[src/rtl/pds_pkg.sv]
// ----------------------------------------------------------------------------
// pds_pkg: shared types and constants of the PLL divider search
// Reference clock, range limits and the beat records that pass between stages.
// ----------------------------------------------------------------------------
package pds_pkg;

    localparam logic [23:0] REF_HZ    = 24'd14318180;
    localparam logic [17:0] MAX_KHZ   = 18'd135000;
    localparam logic [17:0] MIN_KHZ   = 18'd25000;
    localparam logic [9:0]  TGT_SCALE = 10'd1000;
    localparam int          NUM_STEPS = 5;
    localparam int          MAX_QUOT  = 9;

    // Postscaler candidates, last one that fits wins.
    localparam logic [3:0] POST_STEPS [NUM_STEPS] = '{4'd2, 4'd3, 4'd4, 4'd6, 4'd8};

    // Prepared job: scaled target split as q*REF_HZ + r.
    typedef struct packed {
        logic        bad;
        logic [3:0]  post;
        logic [3:0]  q;
        logic [23:0] r;
    } t_job;

    // Running floor(target*d/REF_HZ) and its remainder.
    typedef struct packed {
        logic [8:0]  n;
        logic [23:0] rem;
    } t_trial;

    // Best candidate so far; err is scaled by den.
    typedef struct packed {
        logic        found;
        logic [24:0] err;
        logic [5:0]  den;
        logic [7:0]  num;
        logic [1:0]  dv;
    } t_best;

    typedef struct packed {
        logic       status;
        logic [7:0] numerator;
        logic [5:0] denominator;
        logic [1:0] divider;
        logic [3:0] postscaler;
        logic [7:0] pll_byte_one;
        logic [7:0] pll_byte_two;
        logic       post_high_bit;
    } t_result;

    // k * REF_HZ for the quotient split.
    function automatic logic [27:0] ref_mult(input logic [3:0] k);
        logic [27:0] v;
        v = 28'(k) * 28'(REF_HZ);
        return v;
    endfunction

endpackage

[src/rtl/pds_cell.sv]
// ----------------------------------------------------------------------------
// pds_cell: one denominator step of the search chain
// Advances floor(target*D/REF) and scores the candidate for D-1.
// ----------------------------------------------------------------------------
module pds_cell #(
    parameter int D = 2
) (
    input  logic              i_clk,
    input  logic              i_rst_n,
    input  logic              i_en,
    input  logic              i_valid,
    input  pds_pkg::t_job     i_job,
    input  pds_pkg::t_trial   i_trial,
    input  pds_pkg::t_best    i_best,
    output logic              o_valid,
    output pds_pkg::t_job     o_job,
    output pds_pkg::t_trial   o_trial,
    output pds_pkg::t_best    o_best
);
    import pds_pkg::*;

    localparam logic [5:0] CD = 6'(D - 1);

    logic        r_valid;
    t_job        r_job;
    t_trial      r_trial;
    t_best       r_best;

    logic [24:0] rem_sum;
    logic        carry;
    t_trial      n_trial;

    logic        big;
    logic [7:0]  c_num;
    logic [24:0] c_err;
    logic [30:0] lhs, rhs;
    t_best       n_best;

    // Step from d-1 to d: add target once more.
    always_comb begin
        rem_sum     = 25'(i_trial.rem) + 25'(i_job.r);
        carry       = rem_sum >= 25'(REF_HZ);
        n_trial.rem = carry ? 24'(rem_sum - 25'(REF_HZ)) : rem_sum[23:0];
        n_trial.n   = i_trial.n + 9'(i_job.q) + 9'(carry);
    end

    // Candidate D-1 is scored from the incoming trial.
    always_comb begin
        big   = i_trial.n > 9'd128;
        c_num = big ? i_trial.n[8:1] : i_trial.n[7:0];
        c_err = 25'(i_trial.rem) + ((big && i_trial.n[0]) ? 25'(REF_HZ) : 25'd0);
        lhs   = 31'(c_err) * 31'(i_best.den);
        rhs   = 31'(i_best.err) * 31'(CD);
        n_best = i_best;
        if (CD >= 6'd2 && (!i_best.found || lhs < rhs)) begin
            n_best.found = 1'b1;
            n_best.err   = c_err;
            n_best.den   = CD;
            n_best.num   = c_num;
            n_best.dv    = big ? 2'd2 : 2'd1;
        end
    end

    always_ff @(posedge i_clk) begin
        if (!i_rst_n) begin
            r_valid <= 1'b0;
        end else if (i_en) begin
            r_valid <= i_valid;
        end
    end

    always_ff @(posedge i_clk) begin
        if (i_en) begin
            r_job   <= i_job;
            r_trial <= n_trial;
            r_best  <= n_best;
        end
    end

    assign o_valid = r_valid;
    assign o_job   = r_job;
    assign o_trial = r_trial;
    assign o_best  = r_best;

endmodule

[config.mk]
export PLATFORM = sky130hd
export DESIGN_NAME = pds_cell
export DESIGN_NICKNAME = d
export VERILOG_FILES = /design/src/rtl/pds_pkg.sv /design/src/rtl/pds_cell.sv
export SDC_FILE = /design/constraint.sdc
export NUM_CORES = 1
export LEC_CHECK = 0
export BUFFER_PORTS_ARGS = -buffer_cell sky130_fd_sc_hd__buf_2
export CORE_ASPECT_RATIO = 0.6
export CORE_MARGIN = 4
export CORE_UTILIZATION = 30
export DETAILED_ROUTE_END_ITERATION = 16
export PLACE_DENSITY = 0.57
export SYNTH_ARGS = -nofsm -noshare
export SYNTH_HDL_FRONTEND = slang
export SYNTH_SLANG_ARGS = --single-unit
[constraint.sdc]
create_clock -name i_clk -period 4.9 [get_ports i_clk]
set_input_delay 0.49 -clock i_clk [delete_from_list [all_inputs] [get_ports i_clk]]
set_output_delay 0.49 -clock i_clk [all_outputs]
set_load 0.05 [all_outputs]
* Yosys cells after proc, flatten, opt, wreduce, memory -nomap -nowiden
Cells that the tools add are included.
Operators by class: muxes and demuxes 1, order comparisons 1, add/subtract/negate cells 4
Operator list (number):
- $add A24 B24 Y25 | 1
- $ge A25 B24 Y1 const B | 1
- $mux W24 | 1
- $sub A24 B24 Y24 const B | 1
- $add A9 B1 Y9 | 1
- $add A9 B4 Y9 | 1
Storage, ports and cells: register bits after elaboration 109

* Depth between registers and ports, before layout
Gate-level depths: netlist of run 1.
depth after elaboration 3, gate-level depth with buffers 19, mapped depth without buffers 18

* Least setup slack after synthesis of run 1
Ideal clock, no wire load.
path kind input to register, start input port i_job[0] (netlist bit), end register r_trial (netlist bit o_trial[30]) (data pin), cell stages on the path 18, path slack 240 ps, library setup time 258 ps, buffers on the path 1, data arrival time 4402 ps, cell sequence ha_1 > fa_1 > a211oi_2 > o21ai_1 > and3_1 > a211oi_1 > nand4_1 > o2111ai_1 > a31oi_4 > and2_1 > buf_6 > fa_1 > fa_1 > nor2b_1 > o21ai_0 > nand2b_1 > nand3_1 > xnor2_1
RTL lines:
- from (decl) | line pds_cell.sv:12 | input pds_pkg::t_job i_job,
- to (signal assigned) | line pds_cell.sv:75 | r_trial <= n_trial;
- to (decl) | line pds_cell.sv:26 | t_trial r_trial;

==> results_dict.tcl, run 1 <==
set metrics [dict create \
    status "completed" \
    dpl.cell_count 943 \
    syn_avg_cell_area_sq_um 12.7 \
    clockPowerShare_pct 23.2 \
    cts_resized 0 \
    yosysMostFrequentCell "edfxtp_1" \
    ys_types 76 \
    synth_top_flop_cell "edfxtp_1" \
    rows 39 \
    r2r-start "o_valid" \
    overflow 0 \
    start_kind "primary input" \
    area_growth_pct 32.7 \
    p_int_mw 1.89 \
    wl_per_cell_um 17.1 \
    yosys-top-cells-area "edfxtp_1 (56%), ha_1 (6.3%), xnor2_1 (3.9%)" \
    cp_max_fo 4 \
    reg2reg_slack_ns 4.28 \
    ir_drop_mv 0.159 \
    power_density_nw_per_um2 403 \
    combinationalPowerShare_pct 38.0 \
    netSwitchingPower_mw 1.20 \
    placed_cell_area_sq_um 7390 \
    hpwlAfterDp_um 13200 \
    grt_start_max_net_pins 57 \
    antenna_left 0 \
    grt.total_usage_pct 14.9 \
    power_leakage_nw 3.21 \
    criticalPathCategory "primary input to flop" \
    fin_hold_ws_ns 0.298 \
    period_needed_ns 4.36 \
    initial_core_util_pct 30.5 \
    synth_seq_cells 109 \
    yosys-top-cells-count "edfxtp_1 (108), a21oi_1 (32), ha_1 (29), nand2_1 (28), xnor2_1 (26)" \
    yosysWarnings 0 \
    cts.hold.buffers_added 0 \
    worstHoldPathCells 1 \
    yosysTopAreaCell "edfxtp_1" \
    relSlewSlack_pct 50.2 \
    clockBufferDepth 2 \
    clk_latency_ns 0.36 \
    power_frac_seq_pct 38.9 \
    switching_share_pct 38.7 \
    critPathArrivalTime_ns 4.48 \
    drt-total-wl_um 16400 \
    grt_pass1_vias 4651 \
    h-tree-depth 3 \
    synth_edf_count 108 \
    min_period_over_period_pct 89.0 \
    diodes 0 \
    hold_start "i_best[3]" \
    whs_endpoint "o_best[3]" \
    cp-end-kind "flop" \
    clock_skew_ns 0 \
    reg2regPathDepth 2 \
    instances_no_fill 959 \
    worstMarginPinSlew_ns 0.747 \
    io_buffers 220 \
    setup_viol 0 \
    pin_count 221 \
    via_per_inst 4.86 \
    die_area_sq_um 21600 \
    critPathRequiredTime_ns 5.02 \
    rsz0062_at_grt "no" \
    cts_tree "built" \
    min_path_type "primary input to flop" \
    die_h_um 116 \
    hold_violations 0 \
    route.detailed.drc 0 \
    nets 852 \
    rr_endpoint "o_valid" \
    cts_setup_buffers 0 \
    antenna_found_initial 1 \
    place_congestion 0.872 \
    cts.sinks 109 \
    core_area_sq_um 19000 \
    clk_pin_slew_worst_paths_ns 0.08 \
    ys_seq_area_share_pct 56.4 \
    timing.fmax_mhz 229 \
    async_flop_share_pct 0 \
    drive_above_1_share_pct 41.9 \
    clockRootBuffer "clkbuf_16" \
    finalInstanceArea_sq_um 7680 \
    cts_made_buffers 9 \
    final_max_slew_viol_count 0 \
    num-fill-cells 1848 \
    drt_iter0_markers 234 \
    grt_pass1_wl_um 25300 \
    vias 4661 \
    synth_top_area_share_pct 56.1 \
    fp.dieW_um 187 \
    finalSetupTns_ns 0 \
    dr.pass1.iters 4 \
    drv_cap 0 \
    synth_fp_nets 598 \
    synth_cells 454 \
    syn_area_sq_um 5780 \
]
==> through the flow <==
stage | setup slack (ns) | util [%] | total power, mW
floorplan | 0.240 | - | 2.05
global placement | 0.190 | 38.9 | 2.39
detailed placement | 0.137 | 38.9 | 2.41
CTS | 0.507 | 40.4 | 3.13
global route | 0.262 | 40.4 | 3.26
finish | 0.537 | 40.4 | 3.09
==> sequential cells by signal, summed over array words and instances, names as in the netlist <==
signal,count
o_best,42
o_job,33
o_trial,33
o_valid,1
==> layout by cell type, fill, tap and decap left out, drive strengths merged, types with 5 or more instances in the layout <==
cell / n
ha: 29
nor2: 18
a21o: 5
nand2b: 5
edfxtp: 108
o211ai: 5
xor2: 11
and2: 5
buf: 258
a21oi: 41
inv: 18
o21ai: 16
nand3: 10
clkbuf: 10
a21boi: 6
nand2: 29
and3: 7
o21bai: 6
xnor2: 27
a211oi: 12
==> worst max-delay path, stage by stage <==
cell,delay (ns)
buf_2,0.11
ha_1,0.23
fa_1,0.42
a211oi_2,0.26
o21ai_1,0.17
a22oi_1,0.28
a2111oi_0,0.16
a211o_1,0.30
nor3b_4,0.29
a31oi_4,0.12
and2_1,0.21
fa_1,0.43
fa_1,0.42
nor2b_1,0.12
o21ai_0,0.08
nand2b_1,0.13
nand3_1,0.10
xnor2_1,0.14
==> per-layer routing <==
layer  global-route usage [%]  share of wire (%)
met1                     19.4                 47
met2                     23.9                 44
met3                     5.93                8.0
met4                     3.00               0.78
met5                        0              0.079
==> worst max path at each step <==
stage	slack, ns	from	end	cells past startpoint
after global placement	0.19	i_job[0]	o_trial[32]	18
after CTS	0.51	i_job[0]	o_trial[30]	18
after floorplan	0.24	i_job[0]	o_trial[30]	18
after detailed placement	0.14	i_job[0]	o_trial[30]	18
final	0.54	i_job[0]	o_trial[30]	18
after global routing	0.26	i_job[13]	o_trial[30]	17
==> kinds of logic after synthesis <==
logic type,after synthesis,share of synthesized area [%]
buffers and inverters,30,2.51
flip-flops,109,56.4
XOR/XNOR,38,5.88
multiplexers,5,0.887
AO/OA/AOI/OAI,133,16.8
adder cells (fa/ha/maj),32,7.31
AND/OR/NAND/NOR,107,10.2
==> power by group through the flow <==
stage / sequential (mW) / clock (mW) / combinational, mW
after global placement: 1.22 / 0 / 1.17
after detailed placement: 1.23 / 0 / 1.18
after floorplan: 1.64 / 0 / 0.416
after CTS: 1.20 / 0.744 / 1.18
after global routing: 1.21 / 0.782 / 1.26
final: 1.20 / 0.716 / 1.17
==> cell type report <==
| class | instances | area [sq um] | area share (%) |
|---|---|---|---|
| repair buffers | 258 | 1390 | 18.1 |
| inverters | 15 | 56.3 | 0.733 |
| multi-input cells | 315 | 2380 | 30.9 |
| clock buffers | 10 | 229 | 2.98 |
| flip-flops and latches | 109 | 3260 | 42.5 |
| well taps | 246 | 308 | 4.01 |
| clock inverters | 6 | 56.3 | 0.733 |
Power figures use the tool's default switching activity.
==> run 2: changes to the inputs <==
Settings changed: CORE_ASPECT_RATIO 0.6 to unset.
==> run 2 against run 1 <==
  * Non-clock buffer count is 9 lower
  * Die area is 0.33% lower
  * Worst hold slack improved by 0.0041 ns
  * Critical endpoint unchanged
  * Largest cell class unchanged
==> results_dict.tcl, run 2 (synthesized netlist as in run 1, its figures left out) <==
set metrics [dict create \
    grt_start_max_net_pins 78 \
    fp.dieW_um 147 \
    path_common_cell "fa_1" \
    cts_made_buffers 9 \
    critPathArrivalTime_ns 4.55 \
    overflow 0 \
    die_area_sq_um 21600 \
    crit_chain "buf_2 > ha_1 > fa_1 > a211oi_2 > o21ai_1 > a21oi_1 > xnor2_1 > nand4_1 > o2111ai_1 > a31oi_4 > and2_1 > fa_1 > fa_1 > nor2b_1 > o21ai_0 > nand2b_1 > nand3_1 > xnor2_1" \
    reg2regPathDepth 2 \
    dr.pass1.iters 4 \
    r2r-start "o_valid" \
    io_buffers 220 \
    final_common_cell "buf_2" \
    drt_iter0_markers 211 \
    cts_resized 0 \
    final_max_slew_viol_count 0 \
    power_leakage_nw 3.17 \
    place_congestion 0.837 \
    core_area_sq_um 18800 \
    wl_per_cell_um 16.5 \
    dpl_worst_slack_ns 0.0561 \
    min_path_type "primary input to flop" \
    period_needed_ns 4.45 \
    clk_latency_ns 0.36 \
    nets 843 \
    hold_violations 0 \
    area_growth_pct 31.9 \
    clockBufferDepth 2 \
    largest_reg_flops 42 \
    timing.fmax_mhz 225 \
    power_mw 3.08 \
    h-tree-depth 3 \
    worstHoldPathCells 1 \
    pin_count 221 \
    rsz0062_at_grt "no" \
    crit_slowest_cell "fa_1" \
    cts_setup_buffers 0 \
    drive_above_1_share_pct 41.2 \
    antenna_left 0 \
    worstMarginPinSlew_ns 0.967 \
    die_h_um 147 \
    cts.sinks 109 \
    criticalPathCategory "primary input to flop" \
    via_per_inst 4.72 \
    start_kind "primary input" \
    cts_tree "built" \
    power_density_nw_per_um2 403 \
    rr_endpoint "o_valid" \
    finalSetupTns_ns 0 \
    min_period_over_period_pct 90.8 \
    slowest_delay_ns 0.42 \
    cp_max_fo 5 \
    drv_cap 0 \
    drt-total-wl_um 15900 \
    diodes 0 \
    cts.hold.buffers_added 0 \
    critPathRequiredTime_ns 5.00 \
    route.detailed.drc 0 \
    setup_viol 0 \
    vias 4550 \
    clock_skew_ns 0 \
    hpwlAfterDp_um 12700 \
    status "completed" \
    hold_start "i_best[1]" \
    grt.total_usage_pct 14.5 \
    clockRootBuffer "clkbuf_16" \
    grt_pass1_wl_um 24900 \
    antenna_found_initial 0 \
    initial_core_util_pct 30.7 \
    cp-end-kind "flop" \
    grt_pass1_vias 4665 \
    reg2reg_slack_ns 4.31 \
    rows 50 \
    whs_endpoint "o_best[1]" \
    layout_common_cells "buf_2 (219), edfxtp_1 (108), a21oi_1 (32)" \
    relSlewSlack_pct 35.6 \
    setup_ws_ns 0.450 \
    ir_drop_mv 0.161 \
    clk_pin_slew_worst_paths_ns 0.08 \
]
[run 2: worst max-delay path, delay by kind of cell]
family / cells / cell delay, ns
buffers and inverters: 1 / 0.10
adder cells (fa/ha/maj): 4 / 1.49
AO/OA/AOI/OAI: 6 / 1.31
XOR/XNOR: 2 / 0.36
AND/OR/NAND/NOR: 5 / 0.79
[run 2: through the flow]
stage	area (sq um)	hold slack, ns	cells	util (%)
CTS	7630	0.283	964	40.5
global route	7630	0.278	964	40.5
floorplan	5780	0.589	454	-
finish	7630	0.302	964	40.5
detailed placement	7340	0.513	948	39.0
global placement	7340	0.490	948	39.0
[run 2: how the worst max path moves through the flow]
| stage | to | from | cells past startpoint | slack [ns] |
|---|---|---|---|---|
| after floorplan | o_trial[30] | i_job[0] | 18 | 0.24 |
| after global placement | o_trial[32] | i_job[0] | 18 | 0.17 |
| after detailed placement | o_trial[30] | i_job[0] | 18 | 0.06 |
| after CTS | o_trial[30] | i_job[0] | 18 | 0.42 |
| after global routing | o_trial[30] | i_job[0] | 18 | 0.05 |
| final | o_trial[30] | i_job[0] | 18 | 0.45 |
[run 2: where the power goes]
part	internal (mW)	switching, mW
Sequential	1.18	0.0330
Combinational	0.348	0.802
Clock	0.357	0.360
Total	1.88	1.19
[run 2: per-layer routing]
metal | global-route usage [%] | share of wire [%] | vias up
li1 | - | - | 2251
met1 | 16.9 | 41 | 2095
met2 | 25.8 | 49 | 187
met3 | 4.13 | 7.7 | 17
met4 | 4.66 | 1.5 | 0
met5 | 0 | 0 | -
[run 2: layout make-up]
type                    instances  area, sq um
repair buffers                249         1320
multi-input cells             315         2380
clock buffers                  10          229
flip-flops and latches        109         3260
inverters                      15         56.3
fillers                      1793        11200
clock inverters                 6         56.3
well taps                     260          325
