File: src/rtl/pds_pkg.sv
// ----------------------------------------------------------------------------
// pds_pkg: shared types and constants of the PLL divider search
// Reference clock, range limits and the beat records that pass between stages.
// ----------------------------------------------------------------------------
package pds_pkg;

    localparam logic [23:0] REF_HZ    = 24'd14318180;
    localparam logic [17:0] MAX_KHZ   = 18'd135000;
    localparam logic [17:0] MIN_KHZ   = 18'd25000;
    localparam logic [9:0]  TGT_SCALE = 10'd1000;
    localparam int          NUM_STEPS = 5;
    localparam int          MAX_QUOT  = 9;

    // Postscaler candidates, last one that fits wins.
    localparam logic [3:0] POST_STEPS [NUM_STEPS] = '{4'd2, 4'd3, 4'd4, 4'd6, 4'd8};

    // Prepared job: scaled target split as q*REF_HZ + r.
    typedef struct packed {
        logic        bad;
        logic [3:0]  post;
        logic [3:0]  q;
        logic [23:0] r;
    } t_job;

    // Running floor(target*d/REF_HZ) and its remainder.
    typedef struct packed {
        logic [8:0]  n;
        logic [23:0] rem;
    } t_trial;

    // Best candidate so far; err is scaled by den.
    typedef struct packed {
        logic        found;
        logic [24:0] err;
        logic [5:0]  den;
        logic [7:0]  num;
        logic [1:0]  dv;
    } t_best;

    typedef struct packed {
        logic       status;
        logic [7:0] numerator;
        logic [5:0] denominator;
        logic [1:0] divider;
        logic [3:0] postscaler;
        logic [7:0] pll_byte_one;
        logic [7:0] pll_byte_two;
        logic       post_high_bit;
    } t_result;

    // k * REF_HZ for the quotient split.
    function automatic logic [27:0] ref_mult(input logic [3:0] k);
        logic [27:0] v;
        v = 28'(k) * 28'(REF_HZ);
        return v;
    endfunction

endpackage

File: src/rtl/pds_prep.sv
// ----------------------------------------------------------------------------
// pds_prep: range check, postscaler pick and target split
// Three stages: khz*P, times 1000, then quotient/remainder by REF_HZ.
// ----------------------------------------------------------------------------
module pds_prep (
    input  logic              i_clk,
    input  logic              i_rst_n,
    input  logic              i_en,
    input  logic              i_valid,
    input  logic [17:0]       i_khz,
    output logic              o_valid,
    output pds_pkg::t_job     o_job
);
    import pds_pkg::*;

    logic [2:0]  r_valid;
    logic        r_bad1, r_bad2;
    logic [3:0]  r_post1, r_post2;
    logic [17:0] r_kp;
    logic [27:0] r_tgt;
    t_job        r_job;

    logic [3:0]  n_post;
    logic [20:0] n_kp;
    logic [3:0]  n_q;

    always_comb begin
        n_post = 4'd1;
        for (int i = 0; i < NUM_STEPS; i++) begin
            if (21'(i_khz) * 21'(POST_STEPS[i]) < 21'(MAX_KHZ)) begin
                n_post = POST_STEPS[i];
            end
        end
        n_kp = 21'(i_khz) * 21'(n_post);
    end

    always_comb begin
        n_q = '0;
        for (int k = 1; k <= MAX_QUOT; k++) begin
            if (r_tgt >= ref_mult(4'(k))) begin
                n_q = 4'(k);
            end
        end
    end

    always_ff @(posedge i_clk) begin
        if (!i_rst_n) begin
            r_valid <= '0;
        end else if (i_en) begin
            r_valid <= {r_valid[1:0], i_valid};
        end
    end

    always_ff @(posedge i_clk) begin
        if (i_en) begin
            r_bad1     <= (i_khz < MIN_KHZ) || (i_khz > MAX_KHZ);
            r_post1    <= n_post;
            r_kp       <= n_kp[17:0];
            r_bad2     <= r_bad1;
            r_post2    <= r_post1;
            r_tgt      <= 28'(r_kp) * 28'(TGT_SCALE);
            r_job.bad  <= r_bad2;
            r_job.post <= r_post2;
            r_job.q    <= n_q;
            r_job.r    <= 24'(r_tgt - ref_mult(n_q));
        end
    end

    assign o_valid = r_valid[2];
    assign o_job   = r_job;

endmodule

File: config.mk
export PLATFORM = sky130hd
export DESIGN_NAME = pds_prep
export DESIGN_NICKNAME = d
export VERILOG_FILES = /design/src/rtl/pds_pkg.sv /design/src/rtl/pds_prep.sv
export SDC_FILE = /design/constraint.sdc
export NUM_CORES = 1
export LEC_CHECK = 0
export BUFFER_PORTS_ARGS = -buffer_cell sky130_fd_sc_hd__buf_2
export CAP_MARGIN = 30
export CELL_PAD_IN_SITES_DETAIL_PLACEMENT = 1
export CELL_PAD_IN_SITES_GLOBAL_PLACEMENT = 1
export CORE_UTILIZATION = 35
export DETAILED_ROUTE_END_ITERATION = 12
export PLACE_DENSITY_LB_ADDON = 0.1
export SLEW_MARGIN = 20
export SYNTH_ARGS = -nofsm -noshare
export SYNTH_HDL_FRONTEND = slang
export SYNTH_SLANG_ARGS = --single-unit
export TNS_END_PERCENT = 20
File: constraint.sdc
create_clock -name i_clk -period 9.8 [get_ports i_clk]
set_clock_uncertainty 0.2 [all_clocks]
set_input_delay 1.96 -clock i_clk [delete_from_list [all_inputs] [get_ports i_clk]]
set_output_delay 1.96 -clock i_clk [all_outputs]
set_load 0.05 [all_outputs]
### After elaboration in Yosys (flattened, before gate mapping)

Cells that the tools add are included.

| word-level totals | value |
|---|---|
| register bits after elaboration | 89 |

| cells by class | value |
|---|---|
| add/subtract/negate cells | 1 |
| reductions and logical operators | 1 |
| mux-type cells | 14 |
| magnitude comparators | 16 |
| $mul | 5 |

Operators by type and width:

| cell | count |
|---|---|
| 28-bit by 27-bit greater-or-equal comparator with 1-bit output, second input constant | 5 |
| 28-bit by 26-bit greater-or-equal comparator with 1-bit output, second input constant | 2 |
| 4-bit 2-to-1 mux | 12 |
| 21-bit by 18-bit < comparator with 1-bit output, second input constant | 2 |
| 20-bit by 18-bit < comparator with 1-bit output, second input constant | 2 |
| 18-bit by 2-bit multiplier with 20-bit output, second input constant | 2 |
| 28-bit by 24-bit greater-or-equal comparator with 1-bit output, second input constant | 1 |
| 28-bit by 25-bit greater-or-equal comparator with 1-bit output, second input constant | 1 |
| 18-bit by 7-bit multiplier with 25-bit output, second input constant | 1 |
| 24-bit subtractor | 1 |
| 4-bit by 22-bit multiplier with 22-bit output, second input constant | 1 |
| 19-bit by 18-bit < comparator with 1-bit output, second input constant | 1 |
| 18-bit > comparator, second input constant | 1 |
| 18-bit by 15-bit < comparator with 1-bit output, second input constant | 1 |
| 18-bit by 4-bit multiplier with 18-bit output | 1 |
| 2-bit 2-to-1 mux | 1 |
| 1-bit logical OR | 1 |
| 1-bit 2-to-1 mux | 1 |

### Depth between registers and ports, before layout

Gate-level depths: netlist (run 1).

| logic depth | value |
|---|---|
| depth after elaboration | 12 |
| depth in mapped cells | 31 |

### Worst setup path after synthesis (run 1)

No wires, ideal clock.

| timing | value |
|---|---|
| path kind | input port to flip-flop |
| start point | in i_khz[0] |
| end point | reg r_kp[16] (data pin) |
| path slack | 1.249 ns |
| data arrival time | 8.094 ns |
| buffers on the path | 1 |
| cell stages on the path | 31 |
| path through | and2_1 -> fa_1 -> nor2b_1 -> o211ai_1 -> a31oi_1 -> or3_1 -> a2111oi_0 -> o21ai_0 -> a21oi_1 -> a31oi_1 -> nor2_1 -> o21ai_0 -> a21oi_1 -> clkbuf_1 -> nand2_1 -> fa_1 -> inv_1 -> fa_1 -> fa_1 -> a21o_1 -> a21oi_1 -> o21bai_1 -> a21oi_1 -> o21bai_1 -> a21oi_1 -> o21bai_1 -> a21oi_1 -> o21ai_0 -> a21o_1 -> a21oi_1 -> xnor2_1 |

| between the ends | value |
|---|---|
| cells in the longest elaborated chain, start to end | 7 |
| elaborated cells between the ends (all ways) | 13 |

RTL lines:

| element | RTL line | text |
|---|---|---|
| start: declaration | pds_prep.sv:10 | `input logic [17:0] i_khz,` |
| 18-bit by 2-bit multiplier with 20-bit output or 19-bit by 18-bit < comparator with 1-bit output (tied branches) | pds_prep.sv:30 | `if (21'(i_khz) * 21'(POST_STEPS[i]) < 21'(MAX_KHZ)) begin` |
| 20-bit by 18-bit < comparator with 1-bit output or 2-bit 2-to-1 mux (tied branches) | pds_prep.sv:30 |  |
| 4-bit 2-to-1 mux (3 in series) | pds_prep.sv:30 |  |
| 4-bit 2-to-1 mux * | pds_prep.sv:30 |  |
| named net n_post[1] | pds_prep.sv:23 | `logic [3:0] n_post;` |
| 18-bit by 4-bit multiplier with 18-bit output * | pds_prep.sv:34 | `n_kp = 21'(i_khz) * 21'(n_post);` |
| named net n_kp[16] | pds_prep.sv:24 | `logic [20:0] n_kp;` |
| end signal: assignment | pds_prep.sv:58 | `r_kp <= n_kp[17:0];` |
| end: declaration | pds_prep.sv:19 | `logic [17:0] r_kp;` |

The timed path passes the listed nets; every way through them passes the cells marked *.
A chain may end at the register's enable or synchronous reset.

### Final worst setup path (run 1)

| timing | value |
|---|---|
| start point | in i_khz[2] |
| end point | reg r_kp[17] (data pin) |

| between the ends | value |
|---|---|
| elaborated cells between the ends (all ways) | 13 |

RTL lines:

| element | RTL line |
|---|---|
| 18-bit by 2-bit multiplier with 20-bit output or 20-bit by 18-bit < comparator with 1-bit output (tied branches) | pds_prep.sv:30 |
| 21-bit by 18-bit < comparator with 1-bit output or 4-bit 2-to-1 mux (tied branches) | pds_prep.sv:30 |
| 4-bit 2-to-1 mux | pds_prep.sv:30 |
| 4-bit 2-to-1 mux * | pds_prep.sv:30 |
| named net n_post[2] | pds_prep.sv:23 |
| 18-bit by 4-bit multiplier with 18-bit output * | pds_prep.sv:34 |
| named net n_kp[17] | pds_prep.sv:24 |

Marked as above.

==> results of run 1 <==
==> state kept, by name, indices dropped and copies added (netlist names) <==
signal   cells
r_bad1       1
r_post2      4
r_valid      3
r_kp        18
r_bad2       1
o_job       30
r_tgt       25
r_post1      4
==> metrics by stage <==
step	area, um2	worst slack (ns)	hold WS, ns	instances
6_report	12300	0.780	0.220	1616
5_1_grt	12300	0.0526	0.230	1616
4_1_cts	12300	0.760	0.222	1615
3_5_place_dp	12000	0.394	0.206	1599
3_3_place_gp	12000	0.571	0.201	1599
2_1_floorplan	11300	1.25	0.200	1168
==> layout by cell type, fill, tap and decap left out, types with 17 or more instances in the layout <==
master and count:
ha_1 158, inv_1 134, fa_1 97, edfxtp_1 83
a21oi_1 77, xnor2_1 67, nand2_1 63, buf_2 52
nor2_1 51, o21ai_0 45, and2_1 36, nor3_1 30
a21o_1 30, nor2b_1 26, nand3_1 24, a31oi_1 17
xor2_1 17
==> synth_stat cells (all sizes together), types with 3 or more instances <==
library cell  number  share of area [%]
a21oi             79                3.5
o31a               3               0.23
clkbuf            23               0.77
xnor2             67                5.2
o21bai            14               0.97
nand4b             4               0.31
nand2             63                2.1
o21ai             50                2.2
o21a               6               0.40
or2                7               0.39
o211ai            15                1.0
nor4               6               0.33
o22ai              5               0.33
a21boi             5               0.33
dfxtp              3               0.53
nand3             24                1.1
a2111oi            4               0.48
or4                6               0.40
mux2i              5               0.44
nand2b             5               0.28
o31ai              5               0.33
xor2              17                1.3
nand4              8               0.44
fa                97                 17
inv              135                4.5
and3              11               0.61
or3                6               0.33
a311oi             4               0.47
nor3              31                1.4
ha               158                 18
a21o              30                2.0
nand3b             3               0.20
a31oi             17               0.94
and3b              3               0.23
edfxtp            83                 22
buf                6               0.39
a211oi            12               0.80
nor2b             26                1.4
and2              36                2.0
nor2              51                1.7
==> worst max path at each step <==
stage	slack (ns)	startpoint	cells past startpoint	to
2_1_floorplan	1.25	i_khz[0]	31	r_kp[16]$_DFFE_PP_
3_3_place_gp	0.57	i_khz[2]	30	r_kp[17]$_DFFE_PP_
3_5_place_dp	0.39	i_khz[2]	30	r_kp[17]$_DFFE_PP_
4_1_cts	0.76	i_khz[2]	30	r_kp[17]$_DFFE_PP_
5_1_grt	0.05	i_khz[2]	30	r_kp[17]$_DFFE_PP_
6_report	0.78	i_khz[2]	30	r_kp[17]$_DFFE_PP_
==> cells by family (layout without fill, tap and decap cells) <==
family	count (synthesis)	after routing	synth area share [%]
AND/OR/NAND/NOR	300	300	14.0
XOR/XNOR	84	84	6.53
flip-flops	86	86	22.6
buffers and inverters	164	210	5.65
AO/OA/AOI/OAI	272	272	15.9
multiplexers	5	5	0.444
other	1	2	0.0333
adder cells (fa/ha/maj)	255	255	34.8
==> layout make-up <==
| class | instances | share of cell area [%] |
|---|---|---|
| repair buffers | 59 | 2.58 |
| inverters | 135 | 4.13 |
| clock inverters | 7 | 0.642 |
| well taps | 402 | 4.10 |
| multi-input cells | 918 | 65.9 |
| flip-flops and latches | 86 | 20.8 |
| clock buffers | 9 | 1.84 |
==> layer usage <==
| metal | share of wire (%) | up-vias | track usage [%] |
|---|---|---|---|
| met5 | 0 | - | 0 |
| met4 | 1.5 | 0 | 4.78 |
| met3 | 1.7 | 22 | 1.83 |
| met2 | 50 | 96 | 33.2 |
| met1 | 47 | 4305 | 23.8 |
| li1 | - | 4193 | - |
==> flow_metrics.py, run 1 <==
metrics = {
    "run_status": {
        "status": "complete, no violations",
    },
    "sta": {
        "fmax_ghz": 0.111,
        "rsz0062_at_grt": "no",
        "slew_violations": 0,
        "period_minus_slack_ns": 9.02,
        "setup_viol": 0,
        "hold_viol_final": 0,
        "fin_crit_sh_pct": 92.0,
        "tns_ns": 0,
        "tightest_slew_ns": 0.891,
        "relSlewSlack_pct": 40.6,
    },
    "floorplanning": {
        "dieHeight_um": 181,
        "rows": 65,
        "io_pins": 56,
        "die_area_um2": 32900,
        "die_w_um": 181,
        "core_area_um2": 31600,
        "start_util_pct": 35.6,
    },
    "worst_setup_path": {
        "crit_required_ns": 9.71,
        "rrSetupSlack_ns": 2.57,
        "reg2reg_depth": 27,
        "rr_endpoint": "o_job[22]$_DFFE_PP_",
        "path_buf_inv": 3,
        "r2r_start": "r_tgt[21]$_DFFE_PP_",
        "startpoint_type": "input pin",
        "critical_path_class": "input pin to flop",
        "worst_ep_arrival_time_ns": 8.93,
        "cpLargestDelayFamily": "compound AO/OA/AOI/OAI gates",
        "crit_path_top_delay_cell": "nor2_1",
        "cp_max_fo": 13,
        "end_kind": "flop",
        "slowest_delay_ns": 0.70,
    },
    "global_route": {
        "grt_use_total_pct": 18.6,
        "grt_remaining_overflow": 0,
        "grt_max_degree": 68,
        "antenna_found_initial": 0,
        "grt_pass1_wl_um": 48500,
        "first_global_vias": 9207,
    },
    "clock_network": {
        "numCtsBuffers": 9,
        "hold_buffers": 0,
        "cts_max_level": 3,
        "cts_tree": "yes",
        "clock_sinks": 86,
        "clkTransAtPathRegs_ns": 0.07,
        "cts_setup_buffers": 0,
        "clkLatencyLatePin_ns": 0.36,
        "cts-root-buf": "clkbuf_16",
        "clockBufferDepth": 2,
        "cts_resized": 0,
    },
    "route": {
        "finalWirelength_um": 29300,
        "drtPass1Iterations": 4,
        "wire_per_inst_um": 18.1,
        "drc": 0,
        "vias": 8616,
        "vias_per_cell": 5.33,
        "drtIter0Drc": 304,
        "antenna_left": 0,
    },
    "run": {
        "maxCapViolCount": 0,
    },
    "hold_path": {
        "min_path_type": "flop to flop",
        "min-delay-start": "r_bad2$_DFFE_PP_",
        "holdPathStages": 0,
        "holdPathEnd": "o_job[32]$_DFFE_PP_",
    },
    "synthesis": {
        "async_flop_share_pct": 0,
        "synth-edff-count": 83,
        "avgSynthCellArea_um2": 9.66,
        "yosysSeqAreaShare_pct": 22.6,
        "synth_seq_cells": 86,
        "synth_cell_types": 74,
        "synthFlopType": "edfxtp_1",
        "synth_area_um2": 11300,
        "syn-instance-count": 1167,
        "yosys_warnings": 0,
    },
    "place": {
        "routabilityCongestion": 0.832,
        "dp_hpwl_um": 24000,
        "io_buffers": 53,
    },
    "final_layout": {
        "syn_to_final_growth_pct": 8.88,
        "n_fill_cell": 3621,
        "layout.nets": 1486,
        "drive_gt1_share_pct": 7.58,
        "final_util_pct": 38.8,
        "diodes": 0,
        "regArea_um2": 2550,
        "multi_input_area_um2": 8090,
    },
}
Power of run 1 is left out: the tool's default activity adds up to more than one toggle a clock period on the data nets, which glitch-free logic cannot reach.
==> run 2, diff against run 1 <==
--- a/config.mk
+++ b/config.mk
@@ -9,7 +9,7 @@
 export CAP_MARGIN = 30
 export CELL_PAD_IN_SITES_DETAIL_PLACEMENT = 1
 export CELL_PAD_IN_SITES_GLOBAL_PLACEMENT = 1
-export CORE_UTILIZATION = 35
+export CORE_UTILIZATION = 50
 export DETAILED_ROUTE_END_ITERATION = 12
 export PLACE_DENSITY_LB_ADDON = 0.1
 export SLEW_MARGIN = 20
==> constraint.sdc (replaced) <==
create_clock -name i_clk -period 10.77 [get_ports i_clk]
set_clock_uncertainty 0.2 [all_clocks]
set_input_delay 2.154 -clock i_clk [delete_from_list [all_inputs] [get_ports i_clk]]
set_output_delay 2.154 -clock i_clk [all_outputs]
set_load 0.05 [all_outputs]
==> run 2 against run 1 <==
Compared with the run above:
- the run now ends with design-rule violations left
- count of clock-buffer cells in the layout unchanged
- sequential share of layout area up 0.31 points
- global-route usage up 7.1 points
- worst setup slack better by 0.57 ns
- critical path depth up 1
- cell count down 7.5%
- die area down 30%
- largest cell class unchanged
- highest routed layer unchanged
==> flow_metrics.py, run 2 (synthesis results as in run 1) <==
metrics = {
    "run_status": {
        "status": "complete, but fails checks",
        "violations": "design-rule violations",
    },
    "floorplanning": {
        "die_area_um2": 23100,
        "start_util_pct": 51.3,
        "core_area_um2": 22000,
        "dieHeight_um": 152,
        "rows": 54,
        "io_pins": 56,
        "die_w_um": 152,
    },
    "run": {
        "maxCapViolCount": 0,
    },
    "worst_setup_path": {
        "worst_ep_arrival_time_ns": 9.33,
        "crit_path_top_delay_cell": "fa_1",
        "crit_required_ns": 10.68,
        "startpoint_type": "input pin",
        "critical_path_class": "input pin to flop",
        "end_kind": "flop",
        "slowest_delay_ns": 0.60,
        "cpMostUsedCell": "o21ai_0",
        "cp_max_fo": 10,
    },
    "route": {
        "m1WireLength_um": 10800,
        "drtPass1Iterations": 8,
        "vias_per_cell": 5.82,
        "antenna_left": 0,
        "drc": 7,
        "routed-wl-met3_um": 561,
        "wl_met2_um": 15900,
        "drtIter0Drc": 262,
        "vias": 8689,
        "top_layer_used": "met4",
        "finalWirelength_um": 28200,
        "wire_per_inst_um": 18.9,
    },
    "final_layout": {
        "final_cell_mix": "ha_1 (158), inv_1 (134), fa_1 (97), edfxtp_1 (83), a21oi_1 (77)",
        "layout.nets": 1486,
        "diodes": 0,
        "layout_commonest_cell": "ha_1",
        "drive_gt1_share_pct": 7.58,
        "largest_reg_flops": 30,
        "syn_to_final_growth_pct": 7.28,
    },
    "sta": {
        "setup_viol": 0,
        "slew_violations": 0,
        "period_minus_slack_ns": 9.42,
        "tns_ns": 0,
        "relSlewSlack_pct": 52.7,
        "tightest_slew_ns": 0.710,
        "fin_crit_sh_pct": 87.5,
        "hold_viol_final": 0,
        "rsz0062_at_grt": "no",
        "fmax_ghz": 0.106,
    },
    "clock_network": {
        "cts_tree": "yes",
        "clkLatencyLatePin_ns": 0.36,
        "hold_buffers": 0,
        "cts-root-buf": "clkbuf_16",
        "numCtsBuffers": 9,
        "cts_setup_buffers": 0,
        "cts_max_level": 3,
        "clock_sinks": 86,
        "clkTransAtPathRegs_ns": 0.07,
        "clockBufferDepth": 2,
        "cts_resized": 0,
    },
    "hold_path": {
        "min_path_type": "flop to flop",
    },
    "global_route": {
        "antenna_found_initial": 0,
        "first_global_vias": 9635,
        "grt_remaining_overflow": 0,
        "grt_pass1_wl_um": 47400,
        "grt_use_total_pct": 25.7,
        "grt_max_degree": 55,
    },
    "place": {
        "routabilityCongestion": 0.926,
        "dp_hpwl_um": 23000,
        "io_buffers": 53,
    },
}
run 2: cell count changes in the layout (fill, tap and decap cells not counted):
cell / previous run / this run
buf_4: 6 / 7
buf_6: 1 / 0
bufinv_16: 1 / 0
clkinv_2: 0 / 1
clkinv_4: 0 / 1
clkinvlp_4: 1 / 0
run 2: per-layer routing:
metal	vias up	global-route usage (%)
met1	4316	26.1
met2	137	52.3
met4	0	10.7
met3	51	2.93
li1	4185	-
met5	-	0
run 2: final cells by class:
| cell class | instances | area (um2) |
|---|---|---|
| fill | 2497 | 9870 |
| multi-input combinational | 918 | 8090 |
| sequential | 86 | 2550 |
| inverter | 135 | 507 |
| tap | 280 | 350 |
| timing repair buffer | 59 | 313 |
| clock buffer | 9 | 225 |
| clock inverter | 7 | 55.1 |
run 2: path summary, 6_finish.rpt:
kind                         from                  end  slack [ns]  cells after the start
max                      i_khz[1]   r_kp[17]$_DFFE_PP_        1.35                     31
min          r_post2[0]$_DFFE_PP_  o_job[28]$_DFFE_PP_        0.22                      0
max reg2reg   r_tgt[25]$_DFFE_PP_  o_job[22]$_DFFE_PP_        3.46                     27
min reg2reg  r_post2[0]$_DFFE_PP_  o_job[28]$_DFFE_PP_        0.22                      0
run 2: worst max-delay path, delay by kind of cell:
| kind | cells | cell delay (ns) |
|---|---|---|
| XOR/XNOR | 2 | 0.25 |
| AO/OA/AOI/OAI | 16 | 3.78 |
| AND/OR/NAND/NOR | 7 | 1.16 |
| buffers and inverters | 2 | 0.21 |
| adder cells (fa/ha/maj) | 4 | 1.74 |
run 2: per-stage QoR:
step	std cells	hold WS (ns)	utilization, %	setup WS [ns]	cell area, um2
CTS	1494	0.223	55.1	1.42	12100
global placement	1478	0.200	53.8	1.27	11800
finish	1494	0.220	55.1	1.35	12100
global route	1494	0.226	55.1	0.776	12100
floorplan	1168	0.200	-	2.02	11300
detailed placement	1478	0.206	53.8	1.05	11800
Power of run 2 is left out for the same reason.
